===== src/sv/acmac_pkg.sv =====
`default_nettype none
package acmac_pkg;

    typedef logic [127:0] t_blk;

    typedef struct packed {
        logic [127:0] data;
        logic [4:0]   valid_bytes;
        logic         last;
        logic         check;
        logic [127:0] expected;
    } t_item;

    localparam logic [7:0] RB       = 8'h87;
    localparam logic [7:0] PAD_MARK = 8'h80;
    localparam logic [4:0] FULL_BLK = 5'd16;

    localparam logic [0:0] CFG_KEY_HIGH = 1'b0;
    localparam logic [0:0] CFG_KEY_LOW  = 1'b1;

    function automatic logic [7:0] sbox(input logic [7:0] x);
        logic [7:0] t [0:255];
        t = '{
        8'h63,8'h7c,8'h77,8'h7b,8'hf2,8'h6b,8'h6f,8'hc5,8'h30,8'h01,8'h67,8'h2b,8'hfe,8'hd7,8'hab,8'h76,
        8'hca,8'h82,8'hc9,8'h7d,8'hfa,8'h59,8'h47,8'hf0,8'had,8'hd4,8'ha2,8'haf,8'h9c,8'ha4,8'h72,8'hc0,
        8'hb7,8'hfd,8'h93,8'h26,8'h36,8'h3f,8'hf7,8'hcc,8'h34,8'ha5,8'he5,8'hf1,8'h71,8'hd8,8'h31,8'h15,
        8'h04,8'hc7,8'h23,8'hc3,8'h18,8'h96,8'h05,8'h9a,8'h07,8'h12,8'h80,8'he2,8'heb,8'h27,8'hb2,8'h75,
        8'h09,8'h83,8'h2c,8'h1a,8'h1b,8'h6e,8'h5a,8'ha0,8'h52,8'h3b,8'hd6,8'hb3,8'h29,8'he3,8'h2f,8'h84,
        8'h53,8'hd1,8'h00,8'hed,8'h20,8'hfc,8'hb1,8'h5b,8'h6a,8'hcb,8'hbe,8'h39,8'h4a,8'h4c,8'h58,8'hcf,
        8'hd0,8'hef,8'haa,8'hfb,8'h43,8'h4d,8'h33,8'h85,8'h45,8'hf9,8'h02,8'h7f,8'h50,8'h3c,8'h9f,8'ha8,
        8'h51,8'ha3,8'h40,8'h8f,8'h92,8'h9d,8'h38,8'hf5,8'hbc,8'hb6,8'hda,8'h21,8'h10,8'hff,8'hf3,8'hd2,
        8'hcd,8'h0c,8'h13,8'hec,8'h5f,8'h97,8'h44,8'h17,8'hc4,8'ha7,8'h7e,8'h3d,8'h64,8'h5d,8'h19,8'h73,
        8'h60,8'h81,8'h4f,8'hdc,8'h22,8'h2a,8'h90,8'h88,8'h46,8'hee,8'hb8,8'h14,8'hde,8'h5e,8'h0b,8'hdb,
        8'he0,8'h32,8'h3a,8'h0a,8'h49,8'h06,8'h24,8'h5c,8'hc2,8'hd3,8'hac,8'h62,8'h91,8'h95,8'he4,8'h79,
        8'he7,8'hc8,8'h37,8'h6d,8'h8d,8'hd5,8'h4e,8'ha9,8'h6c,8'h56,8'hf4,8'hea,8'h65,8'h7a,8'hae,8'h08,
        8'hba,8'h78,8'h25,8'h2e,8'h1c,8'ha6,8'hb4,8'hc6,8'he8,8'hdd,8'h74,8'h1f,8'h4b,8'hbd,8'h8b,8'h8a,
        8'h70,8'h3e,8'hb5,8'h66,8'h48,8'h03,8'hf6,8'h0e,8'h61,8'h35,8'h57,8'hb9,8'h86,8'hc1,8'h1d,8'h9e,
        8'he1,8'hf8,8'h98,8'h11,8'h69,8'hd9,8'h8e,8'h94,8'h9b,8'h1e,8'h87,8'he9,8'hce,8'h55,8'h28,8'hdf,
        8'h8c,8'ha1,8'h89,8'h0d,8'hbf,8'he6,8'h42,8'h68,8'h41,8'h99,8'h2d,8'h0f,8'hb0,8'h54,8'hbb,8'h16};
        return t[x];
    endfunction

    function automatic logic [7:0] xtime(input logic [7:0] x);
        return {x[6:0], 1'b0} ^ (x[7] ? 8'h1b : 8'h00);
    endfunction

    // byte i of a block sits at bits [127-8i -: 8]
    function automatic logic [7:0] bget(input t_blk b, input int i);
        return b[127 - 8 * i -: 8];
    endfunction

    function automatic t_blk aes_round(input t_blk s, input t_blk k, input logic fin);
        t_blk t;
        t_blk m;
        logic [7:0] a0, a1, a2, a3, al;
        t = '0;
        m = '0;
        for (int c = 0; c < 4; c++) begin
            for (int r = 0; r < 4; r++) begin
                t[127 - 8 * (r + 4 * c) -: 8] = sbox(bget(s, r + 4 * ((c + r) % 4)));
            end
        end
        for (int c = 0; c < 4; c++) begin
            a0 = bget(t, 4 * c);
            a1 = bget(t, 4 * c + 1);
            a2 = bget(t, 4 * c + 2);
            a3 = bget(t, 4 * c + 3);
            al = a0 ^ a1 ^ a2 ^ a3;
            m[127 - 32 * c -: 8]  = a0 ^ al ^ xtime(a0 ^ a1);
            m[119 - 32 * c -: 8]  = a1 ^ al ^ xtime(a1 ^ a2);
            m[111 - 32 * c -: 8]  = a2 ^ al ^ xtime(a2 ^ a3);
            m[103 - 32 * c -: 8]  = a3 ^ al ^ xtime(a3 ^ a0);
        end
        return (fin ? t : m) ^ k;
    endfunction

    function automatic t_blk key_next(input t_blk k, input logic [7:0] rc);
        logic [31:0] w0, w1, w2, w3, tt;
        w0 = k[127:96];
        w1 = k[95:64];
        w2 = k[63:32];
        w3 = k[31:0];
        tt = {sbox(w3[23:16]) ^ rc, sbox(w3[15:8]), sbox(w3[7:0]), sbox(w3[31:24])};
        w0 = w0 ^ tt;
        w1 = w1 ^ w0;
        w2 = w2 ^ w1;
        w3 = w3 ^ w2;
        return {w0, w1, w2, w3};
    endfunction

    function automatic logic [7:0] rcon_next(input logic [7:0] rc);
        return xtime(rc);
    endfunction

    function automatic t_blk dbl(input t_blk x);
        return {x[126:0], 1'b0} ^ {120'd0, (x[127] ? RB : 8'h00)};
    endfunction

endpackage
`default_nettype wire


===== src/sv/acmac_front.sv =====
`default_nettype none
module acmac_front (
    input  wire                 i_clk,
    input  wire                 i_rst_n,
    input  wire                 i_valid,
    output logic                o_stall,
    input  wire acmac_pkg::t_item i_item,
    output logic                o_q_valid,
    input  wire                 i_q_pop,
    output acmac_pkg::t_item    o_q_item
);
    // two-entry queue between the input side and the cipher
    acmac_pkg::t_item r_mem [0:1];
    logic       r_wp, r_rp;
    logic [1:0] r_cnt;
    logic       w_push;

    assign o_stall   = (r_cnt == 2'd2);
    assign w_push    = i_valid && !o_stall;
    assign o_q_valid = (r_cnt != 2'd0);
    assign o_q_item  = r_mem[r_rp];

    always_ff @(posedge i_clk) begin
        if (w_push) begin
            r_mem[r_wp] <= i_item;
        end
        if (!i_rst_n) begin
            r_wp  <= 1'b0;
            r_rp  <= 1'b0;
            r_cnt <= 2'd0;
        end else begin
            if (w_push) begin
                r_wp <= ~r_wp;
            end
            if (i_q_pop) begin
                r_rp <= ~r_rp;
            end
            r_cnt <= r_cnt + {1'b0, w_push} - {1'b0, i_q_pop};
        end
    end
endmodule
`default_nettype wire


===== config.mk =====
export PLATFORM = sky130hd
export DESIGN_NAME = acmac_front
export DESIGN_NICKNAME = d
export VERILOG_FILES = /design/src/sv/acmac_pkg.sv /design/src/sv/acmac_front.sv
export SDC_FILE = /design/constraint.sdc
export NUM_CORES = 1
export LEC_CHECK = 0
export BUFFER_PORTS_ARGS = -buffer_cell sky130_fd_sc_hd__buf_2
export CAP_MARGIN = 10
export CELL_PAD_IN_SITES_DETAIL_PLACEMENT = 1
export CELL_PAD_IN_SITES_GLOBAL_PLACEMENT = 1
export CORE_AREA = 2 2 205 207
export DETAILED_ROUTE_END_ITERATION = 7
export DIE_AREA = 0 0 207 209
export GPL_ROUTABILITY_DRIVEN = 0
export GPL_TIMING_DRIVEN = 0
export PLACE_DENSITY_LB_ADDON = 0.12
export REMOVE_ABC_BUFFERS = 1
export SLEW_MARGIN = 10
export SYNTH_ARGS = -nofsm -noshare
export SYNTH_HDL_FRONTEND = slang
export SYNTH_SLANG_ARGS = --single-unit

===== constraint.sdc =====
create_clock -name i_clk -period 32.9 [get_ports i_clk]
set_input_delay 0 -clock i_clk [delete_from_list [all_inputs] [get_ports i_clk]]
set_output_delay 0 -clock i_clk [all_outputs]
set_load 0.02 [all_outputs]

== Word-level counts from Yosys, hierarchy flattened ==
Memories as Yosys holds them, arrays and structs flattened. A register that Yosys moved wholly into a read port is not among the register bits.
Index checks and enable logic that the tools add are counted.

* Flip-flop bits (word level): 4
* Memory bits (writable): 526
* Input port bits: 267
* Output and inout port bits: 265
* Logic and storage cells: 16
* Memories: 1

{| class="wikitable"
|+ Memories
! name !! words !! width !! read ports !! clocked after Yosys merged registers in !! wr ports !! RTL line !! text
|-
| r_mem || 2 || 263 || 1 || 1 || 1 || acmac_front.sv:13 || <nowiki>acmac_pkg::t_item r_mem [0:1];</nowiki>
|}

* $add $sub $neg: 2
* Equality and inequality tests: 1
* Muxes and demuxes: 4
* Bitwise gates (word level): 2
* Reductions and logical operators: 3

{| class="wikitable"
|+ Operators with widths
! kind !! number
|-
| $mux 1 || 4
|-
| $add 2x1->2 || 1
|-
| $eq 2x2->1 const B || 1
|-
| $not 1->1 || 2
|-
| $reduce_bool 2->1 || 1
|-
| $sub 2x1->2 || 1
|-
| $logic_and 1x1->1 || 1
|-
| $logic_not 1->1 || 1
|}

== Longest topological paths before layout ==
Gate-level depths: netlist of run 1.

* Word-level depth: 5
* Mapped depth: 8
* Mapped depth without buffers: 8

== Worst setup path before layout of run 1 ==
Ideal clock, no wire load.

* Kind: register to register
* Start: register r_cnt[0]
* End: memory r_mem[0][0] (netlist bit), enable pin
* Setup time: 0.892 ns
* Data arrival time: 11.449 ns
* Data required time: 32.008 ns
* Slack: 20.560 ns
* Stages on the path, launching flop included: 4
* Path buffers: 0
* Period minus slack after synthesis: 12.340 ns
* Cell sequence: dfxtp_1 nand2b_1 nand2_1 nor2_1

* Longest elaborated chain between the ends: 5

{| class="wikitable"
|+ RTL lines
! element !! RTL line !! text
|-
| from (decl) || acmac_front.sv:15 || <nowiki>logic [1:0] r_cnt;</nowiki>
|-
| from (signal assigned) || acmac_front.sv:38 || <nowiki>r_cnt <= r_cnt + {1'b0, w_push} - {1'b0, i_q_pop};</nowiki>
|-
| $eq 2x2->1 || acmac_front.sv:18 || <nowiki>assign o_stall = (r_cnt == 2'd2);</nowiki>
|-
| $logic_not 1->1 || acmac_front.sv:19 || <nowiki>assign w_push = i_valid && !o_stall;</nowiki>
|-
| $logic_and 1x1->1 || acmac_front.sv:19 ||
|-
| $mux 1 || acmac_front.sv:24 || <nowiki>if (w_push) begin</nowiki>
|-
| $mux 1 (not written as such) || acmac_front.sv:25 || <nowiki>r_mem[r_wp] <= i_item;</nowiki>
|-
| to (decl) || acmac_front.sv:13 ||
|}

No other way between the ends.

==> results_dict.tcl, run 1 <==
set metrics [dict create \
    ys_ff_latch 531 \
    grt_pass1_vias 13000 \
    fp.dieW_um 207 \
    first_pass_iters 5 \
    synth_top_family_by_area "multiplexers" \
    ant_nets 0 \
    finalNetCount 1960 \
    cts_made_buffers 54 \
    synth.distinct_cells 18 \
    fillers 3646 \
    multi_input_area_sq_mm 0.00335 \
    slew_violations 0 \
    worst_pin_slew_ns 0.774 \
    vias_per_cell 4.98 \
    post_cts_buffers 0 \
    setup_violations 0 \
    grt_use_total 0.254 \
    yosys.area_share.adder 0.00129 \
    crit_family "buffers and inverters" \
    worstSetupPathType "reg -> out" \
    hp-class "in -> reg" \
    rsz0062_at_grt "false" \
    cts_tree "done" \
    wl_met2_mm 29.5 \
    cp_cell_sequence "buf_16 -> buf_16 -> buf_12 -> mux2_2 -> buf_2" \
    critical_path_required_ns 32.90 \
    antenna_found_initial 4 \
    io_buffers 531 \
    synthMuxAreaShare 0.166 \
    period_share 0.0874 \
    cts_resized 0 \
    rows 75 \
    cts.sinks 531 \
    grt_max_degree 57 \
    fmax_ghz 0.348 \
    die_area_sq_mm 0.0433 \
    fin_crit_ns 2.87 \
    finClkSkew_ns 0.0149 \
    final_common_cell "buf_2" \
    dr_total_vias 11400 \
    max_stage_delay_ns 0.73 \
    crit_path_end_kind "primary output" \
    post_synth.cell_area_avg_sq_um 23.1 \
    power_density_mw_per_mm2 69.1 \
    io_pins 532 \
    final_core_util 0.668 \
    m1WireLength_mm 19.4 \
    drive_gt1_frac 0.516 \
    synthCells 843 \
    fp.coreArea_sq_mm 0.0413 \
    drv_cap 0 \
    synthTopCellsByArea "edfxtp_1, mux2_2, mux2_4, dfxtp_1, buf_6" \
    htree_num_levels 2 \
    path_max_fanout 54 \
    cp_common_cell "buf_16" \
    synth.top_cell.area_share 0.811 \
    path_buf_inv 4 \
    overflow 0 \
    syn_to_final_growth_pct 41.7 \
    wire_per_inst_um 24.1 \
    layout_common_cells "buf_2, edfxtp_1, dlygate4sd3_1" \
    root_buffer "clkbuf_16" \
    ys_warn_count 0 \
    irDropWorstVdd_mv 0.0525 \
    power_uw 1910 \
    register_area_sq_mm 0.0159 \
    drc 0 \
    synth_compound_area_frac 0 \
    clk_pin_slew_ns 0.07 \
    start_util 0.472 \
    clk_path_buf_depth 3 \
    wl_met3_mm 3.82 \
    status "finished, final reports clean" \
    clk_latency_ns 0.58 \
    synth_largest_area_cell "edfxtp_1" \
    maxUsedRoutingLayer "met5" \
    yosys.area_share.simple 0.00276 \
    hold_violations 0 \
    tns_ns 0 \
    dp_hpwl_mm 33.0 \
    leakagePower_uw 0.0106 \
    wirelength_mm 54.8 \
    synthXorXnorAreaFrac 0.00135 \
    slowest_stage "dfxtp_4" \
    cp-start-kind "flop" \
    grt_pass1_wl_mm 82.4 \
    drt_iter0_markers 579 \
    cp.arrival_ns 2.87 \
    dieHeight_um 209 \
    synthesis.area_sq_mm 0.0195 \
    seq_area_frac_synth 0.816 \
    relSlewSlack 0.483 \
    hold_buffers 267 \
]
==> cells in the mapped netlist <==
library cell,count
and3_1,1
buf_4,11
dfxtp_1,5
xor2_1,1
ha_1,2
buf_6,8
edfxtp_1,526
nor2_1,4
mux2_2,193
mux2i_1,1
xnor2_1,2
and2_1,1
mux2_4,70
buf_2,10
nand2b_1,2
or2_2,1
inv_1,3
nand2_1,2
==> layout make-up <==
type	instances	area share
clock inverters	28	0.0100
clock buffers	72	0.0537
multi-input cells	280	0.121
diodes	3	0.000272
well taps	539	0.0244
flip-flops and latches	531	0.576
inverters	3	0.000408
repair buffers	821	0.213
==> sequential cells by signal, summed over array words and instances, names as in the netlist, named ones only <==
name	cells
r_cnt	2
r_rp	1
r_wp	1
r_mem	526
==> final timing paths <==
kind                                  start            end  slack (ns)  cells after the start
worst min-delay path            i_item[194]  r_mem[1][194]        0.14                      2
worst min register to register         r_rp           r_rp        0.54                      2
worst max-delay path                   flop  o_q_item[160]       30.03                      5
worst max register to register     r_cnt[0]    r_mem[0][6]       30.32                      7
==> layer usage <==
metal / vias up / track usage
li1: 5067 / -
met5: - / 0
met2: 443 / 0.464
met3: 110 / 0.0688
met4: 2 / 0.100
met1: 5728 / 0.279
==> cell families (layout without fill, tap and decap cells) <==
family | count (synthesis) | in the layout
and+or+nand+nor | 11 | 11
muxes | 264 | 264
other | 0 | 3
adders and majority gates | 2 | 2
DFF | 531 | 531
xor gates and xnor gates | 3 | 3
buffers and inverters | 32 | 924
==> power breakdown <==
part / internal (uW) / total [uW] / leakage, uW / switching [uW]
clock network: 362 / 619 / 0.000865 / 257
logic: 166 / 401 / 0.00478 / 236
registers: 858 / 886 / 0.00495 / 27.5
==> through the flow <==
step / std cells / hold slack (ns) / instance area [sq um] / setup WS, ns
2_1_floorplan: 814 / 0.0989 / 19200 / 20.56
3_3_place_gp: 1884 / 0.187 / 22600 / 13.53
3_5_place_dp: 1907 / 0.191 / 23200 / 30.39
4_1_cts: 2274 / 0.0897 / 27600 / 29.92
5_1_grt: 2276 / 0.121 / 27600 / 29.85
6_report: 2277 / 0.136 / 27600 / 30.03
==> worst register-to-register path: cells and delay by family, from the launching register on <==
kind / cells / cell delay [ns]
and+or+nand+nor: 3 / 0.99
DFF: 1 / 0.34
buffers and inverters: 4 / 0.93
No activity file was read; power rests on OpenSTA's default activity.
==> run 2, diff against run 1 <==
CORE_AREA = not set   (was 2 2 205 207)
CORE_UTILIZATION = 44   (was not set)
DIE_AREA = not set   (was 0 0 207 209)
clock period = 3 ns   (was 32.9 ns; I/O delays follow)
==> run 2 against run 1 <==
- clock power increased to 10 times the previous value
- hold slack worse by 0.0067 ns
- die area rose by 4.2%
- global-route usage decreased by 2.0 points
- setup slack lost 30 ns
- sequential power grew to 11 times the previous value
- first-iteration DRC count increased by 1.2%
- clock skew shrank 0.0072 ns
- non-clock buffer count down 1
- clock-buffer cell count is 2 lower
- critical path type is now reg -> reg
- critical endpoint is now r_mem[0][140]
- largest cell class unchanged
==> results_dict.tcl, run 2 (synthesis gave the netlist of run 1 again) <==
set metrics [dict create \
    status "finished, final reports clean" \
    drt_iter0_markers 586 \
    irDropWorstVdd_mv 0.605 \
    final_common_cell "buf_2" \
    slew_violations 0 \
    antenna_found_initial 12 \
    drive_gt1_frac 0.517 \
    hold_buffers 266 \
    clk_pin_slew_ns 0.06 \
    dp_hpwl_mm 32.5 \
    critical_path_required_ns 3.30 \
    rows 76 \
    fin_crit_ns 2.54 \
    rsz0062_at_grt "false" \
    largest_register_ffs 526 \
    grt_busiest_layer "met2" \
    drv_cap 0 \
    cts.sinks 531 \
    grt_pass1_wl_mm 76.8 \
    start_util 0.449 \
    htree_num_levels 2 \
    power_density_mw_per_mm2 743 \
    wirelength_mm 53.5 \
    relSlewSlack 0.605 \
    period_share 0.846 \
    cts_made_buffers 55 \
    clk_path_buf_depth 3 \
    first_pass_iters 6 \
    met3_usage 0.0775 \
    setup_slack_ns 0.462 \
    cp-start-kind "flop" \
    ant_nets 0 \
    dieHeight_um 212 \
    largest_register "r_mem" \
    hp-class "in -> reg" \
    layout_common_cells "buf_2, edfxtp_1, dlygate4sd3_1" \
    crit_path_end_kind "flop" \
    leakagePower_uw 0.0106 \
    slowest_stage "nor2_4" \
    finClkSkew_ns 0.00773 \
    cts_tree "done" \
    fp.dieW_um 212 \
    syn_to_final_growth_pct 41.7 \
    setup_violations 0 \
    die_area_sq_mm 0.0451 \
    clk_latency_ns 0.59 \
    max_stage_delay_ns 0.45 \
    worst_pin_slew_ns 0.593 \
    grt_max_degree 57 \
    grt_use_total 0.233 \
    cp.arrival_ns 2.84 \
    cts_resized 0 \
    io_buffers 531 \
    vias_per_cell 4.81 \
    grt_use_met2 0.428 \
    overflow 0 \
    biggestRegsByFlops "r_mem (526), r_cnt (2)" \
    drc 0 \
    root_buffer "clkbuf_16" \
    post_cts_buffers 0 \
    wire_per_inst_um 22.9 \
    dr_total_vias 11200 \
    path_max_fanout 25 \
    cp_cell_sequence "nand2b_1 -> nand2_1 -> nor2_4 -> buf_16 -> buf_12 -> buf_16 -> buf_12 -> buf_16" \
    fillers 3920 \
    cp_common_cell "buf_16" \
    grt_pass1_vias 12800 \
    fp.coreArea_sq_mm 0.0434 \
    finalNetCount 1960 \
    globalRouteMet1Util 0.246 \
    pre_cts_ws_ns 0.417 \
    whs_ns 0.130 \
    worstSetupPathType "reg -> reg" \
    fmax_ghz 0.394 \
    hold_violations 0 \
    io_pins 532 \
]
run 2: cell count changes in the layout (fill, tap and decap cells not counted), sizes merged:
| cell | delta |
|---|---|
| clkinvlp | +1 |
| clkinv | +4 |
| diode | +9 |
| clkbuf | -2 |
| bufinv | -4 |
| dlygate4sd3 | -1 |
run 2: through the flow:
stage	setup TNS (ns)	total power (uW)	util	cell area, sq um	std cells
6_report	0	20500	0.636	27600	2330
5_1_grt	0	21200	0.636	27600	2329
4_1_cts	0	20500	0.635	27600	2318
3_5_place_dp	0	13900	0.536	23200	1953
3_3_place_gp	-8882.13	12500	0.522	22600	1930
2_1_floorplan	-4866.72	11800	-	19200	814
run 2: final timing paths:
kind	end	start	slack [ns]	cells past startpoint
max	r_mem[0][140]	r_cnt[0]	0.46	8
min	r_mem[1][154]	i_item[154]	0.13	2
max reg2reg	r_mem[0][140]	r_cnt[0]	0.46	8
min reg2reg	flop	r_rp	0.52	2
run 2: layout make-up:
type	instances	area [sq um]	area share
Tap cell	585	732	0.0265
Timing Repair Buffer	820	5900	0.214
Multi-Input combinational cell	280	3350	0.122
Sequential cell	531	15900	0.576
Inverter	3	11.3	0.000408
Clock buffer	70	1480	0.0535
Clock inverter	29	184	0.00667
Antenna cell	12	30.0	0.00109
run 2: layer usage:
| layer | vias to the layer above | part of all wire |
|---|---|---|
| met2 | 424 | 0.54 |
| met4 | 0 | 0.033 |
| met3 | 98 | 0.081 |
| li1 | 5094 | - |
| met5 | - | 0 |
| met1 | 5592 | 0.35 |
run 2: worst max-delay path: cells and delay by family, from the launching register on:
kind / cells / cell delay [ns]
buffers and inverters: 5 / 1.02
and+or+nand+nor: 3 / 0.82
DFF: 1 / 0.35
run 2: report_power, final:
part	switching (uW)	internal, uW	leakage, uW
registers	287	9410	0.00495
clock network	2760	3620	0.000822
logic	2590	1820	0.00478
total	5630	14900	0.0106
==> run 3, diff against run 2 <==
clock period = 2.55 ns   (was 3 ns; I/O delays follow)
==> run 3 against run 2 <==
- hold slack worse by 0.0043 ns
- combinational power up 19%
- utilization is 0.098 points higher
==> results_dict.tcl, run 3 (synthesis gave the netlist of run 1 again) <==
set metrics [dict create \
    largest_register "r_mem" \
    dp_hpwl_mm 32.5 \
    drt_iter0_markers 596 \
    grt_pass1_vias 12800 \
    grt_max_degree 57 \
    first_pass_iters 6 \
    htree_num_levels 2 \
    clk_latency_ns 0.59 \
    critical_path_required_ns 2.85 \
    fp.dieW_um 212 \
    p_switching_uw 6650 \
    slew_violations 0 \
    hold_end "r_mem[1][154]" \
    p_comb_frac 0.216 \
    hold_violations 0 \
    finalNetCount 1964 \
    r2r_end "r_mem[0][140]" \
    vias_per_cell 4.83 \
    power_density_mw_per_mm2 874 \
    dieHeight_um 212 \
    start_util 0.449 \
    root_buffer "clkbuf_16" \
    clk_pin_slew_ns 0.06 \
    place_area_sq_mm 0.0232 \
    syn_to_final_growth_pct 41.9 \
    grt_use_total 0.233 \
    p_int_uw 17500 \
    drv_cap 0 \
    reg2regPathDepth 8 \
    fmax_ghz 0.414 \
    swShare 0.275 \
    worstSetupPathType "reg -> reg" \
    drive_gt1_frac 0.518 \
    min_from "i_item[154]" \
    fin_crit_ns 2.41 \
    p_clk_frac 0.311 \
    finClkSkew_ns 0.00782 \
    cts.sinks 531 \
    crit_path_end_kind "flop" \
    dr_total_vias 11300 \
    tns_ns 0 \
    pre_cts_ws_ns -0.0334 \
    period_share 0.946 \
    wire_per_inst_um 23.1 \
    power_frac_seq 0.473 \
    die_area_sq_mm 0.0451 \
    cts_tree "done" \
    cp_cell_sequence "nand2b_1 -> nand2_1 -> nor2_4 -> buf_16 -> buf_12 -> buf_16 -> buf_12 -> buf_16" \
    fp.coreArea_sq_mm 0.0434 \
    max_stage_delay_ns 0.35 \
    antenna_found_initial 12 \
    power_uw 24200 \
    path_max_fanout 25 \
    cts_resized 0 \
    drc 0 \
    path_buf_inv 5 \
    relSlewSlack 0.671 \
    setup_violations 0 \
    r2r_slack_ns 0.14 \
    rows 76 \
    hold_depth 2 \
    biggestRegsByFlops "r_mem (526), r_cnt (2)" \
    overflow 0 \
    hp-class "in -> reg" \
    crit_family "buffers and inverters" \
    irDropWorstVdd_mv 0.707 \
    leakagePower_uw 0.0106 \
    ant_nets 0 \
    largest_register_ffs 526 \
    wirelength_mm 54.0 \
    setup_slack_ns 0.137 \
    grt_pass1_wl_mm 76.8 \
    cp.arrival_ns 2.71 \
    status "finished, final reports clean" \
    io_pins 532 \
    worst_pin_slew_ns 0.493 \
    final_area_sq_mm 0.0276 \
    fillers 3919 \
    cts_made_buffers 55 \
    reg2reg_from "r_cnt[0]" \
    rsz0062_at_grt "false" \
    whs_ns 0.125 \
    cp-start-kind "flop" \
    io_buffers 531 \
    final_common_cell "buf_2" \
    slowest_stage "dfxtp_1" \
    layout_common_cells "buf_2, edfxtp_1, dlygate4sd3_1" \
    clk_path_buf_depth 3 \
    cp_common_cell "buf_16" \
]
-- run 3: metal layers --
metal	GRT usage	share of wire
met5	0	0
met1	0.246	0.35
met4	0.0883	0.032
met3	0.0775	0.081
met2	0.428	0.54
-- run 3: timing repair --
| item | 4_1_cts | 5_1_grt |
|---|---|---|
| setup buffers | 2 | 1 |
| hold endpoints to repair | 531 | 0 |
| gates cloned | 0 | 1 |
| hold buffers | 266 | 0 |
| pin swaps | 1 | 1 |
| endpoints found under the setup margin | 19 | 56 |
-- run 3: layout make-up --
type	instances	area (sq um)	share of cell area
clock inverter	29	184	0.00666
multi-input combinational	281	3360	0.122
inverter	3	11.3	0.000408
clock buffer	70	1480	0.0534
timing repair buffer	823	5940	0.215
tap	585	732	0.0265
antenna	12	30.0	0.00109
sequential	531	15900	0.575
-- run 3: per-stage QoR --
stage | utilization | cells
final | 0.637 | 2334
after global routing | 0.637 | 2333
after CTS | 0.636 | 2320
after detailed placement | 0.536 | 1953
after global placement | 0.522 | 1930
after floorplan | - | 814
-- run 3: how the worst max path moves through the flow --
stage | start | endpoint | slack, ns | cells past startpoint
final | r_cnt[0] | r_mem[0][140] | 0.14 | 8
after global routing | flop | o_q_item[54] | 0.04 | 4
after CTS | r_cnt[0] | r_mem[1][160] | 0.03 | 5
after detailed placement | r_cnt[0] | r_mem[0][160] | -0.03 | 8
after global placement | r_cnt[0] | r_mem[0][122] | -17.01 | 3
after floorplan | r_cnt[0] | r_mem[0][0] | -9.79 | 3
-- run 3: power groups by stage --
stage	sequential [uW]	clock [uW]	combinational [uW]
detailed placement	11500	0	4770
global placement	11300	0	3030
global route	11500	7980	5490
finish	11400	7510	5230
floorplan	11400	0	2170
CTS	11400	7630	5170
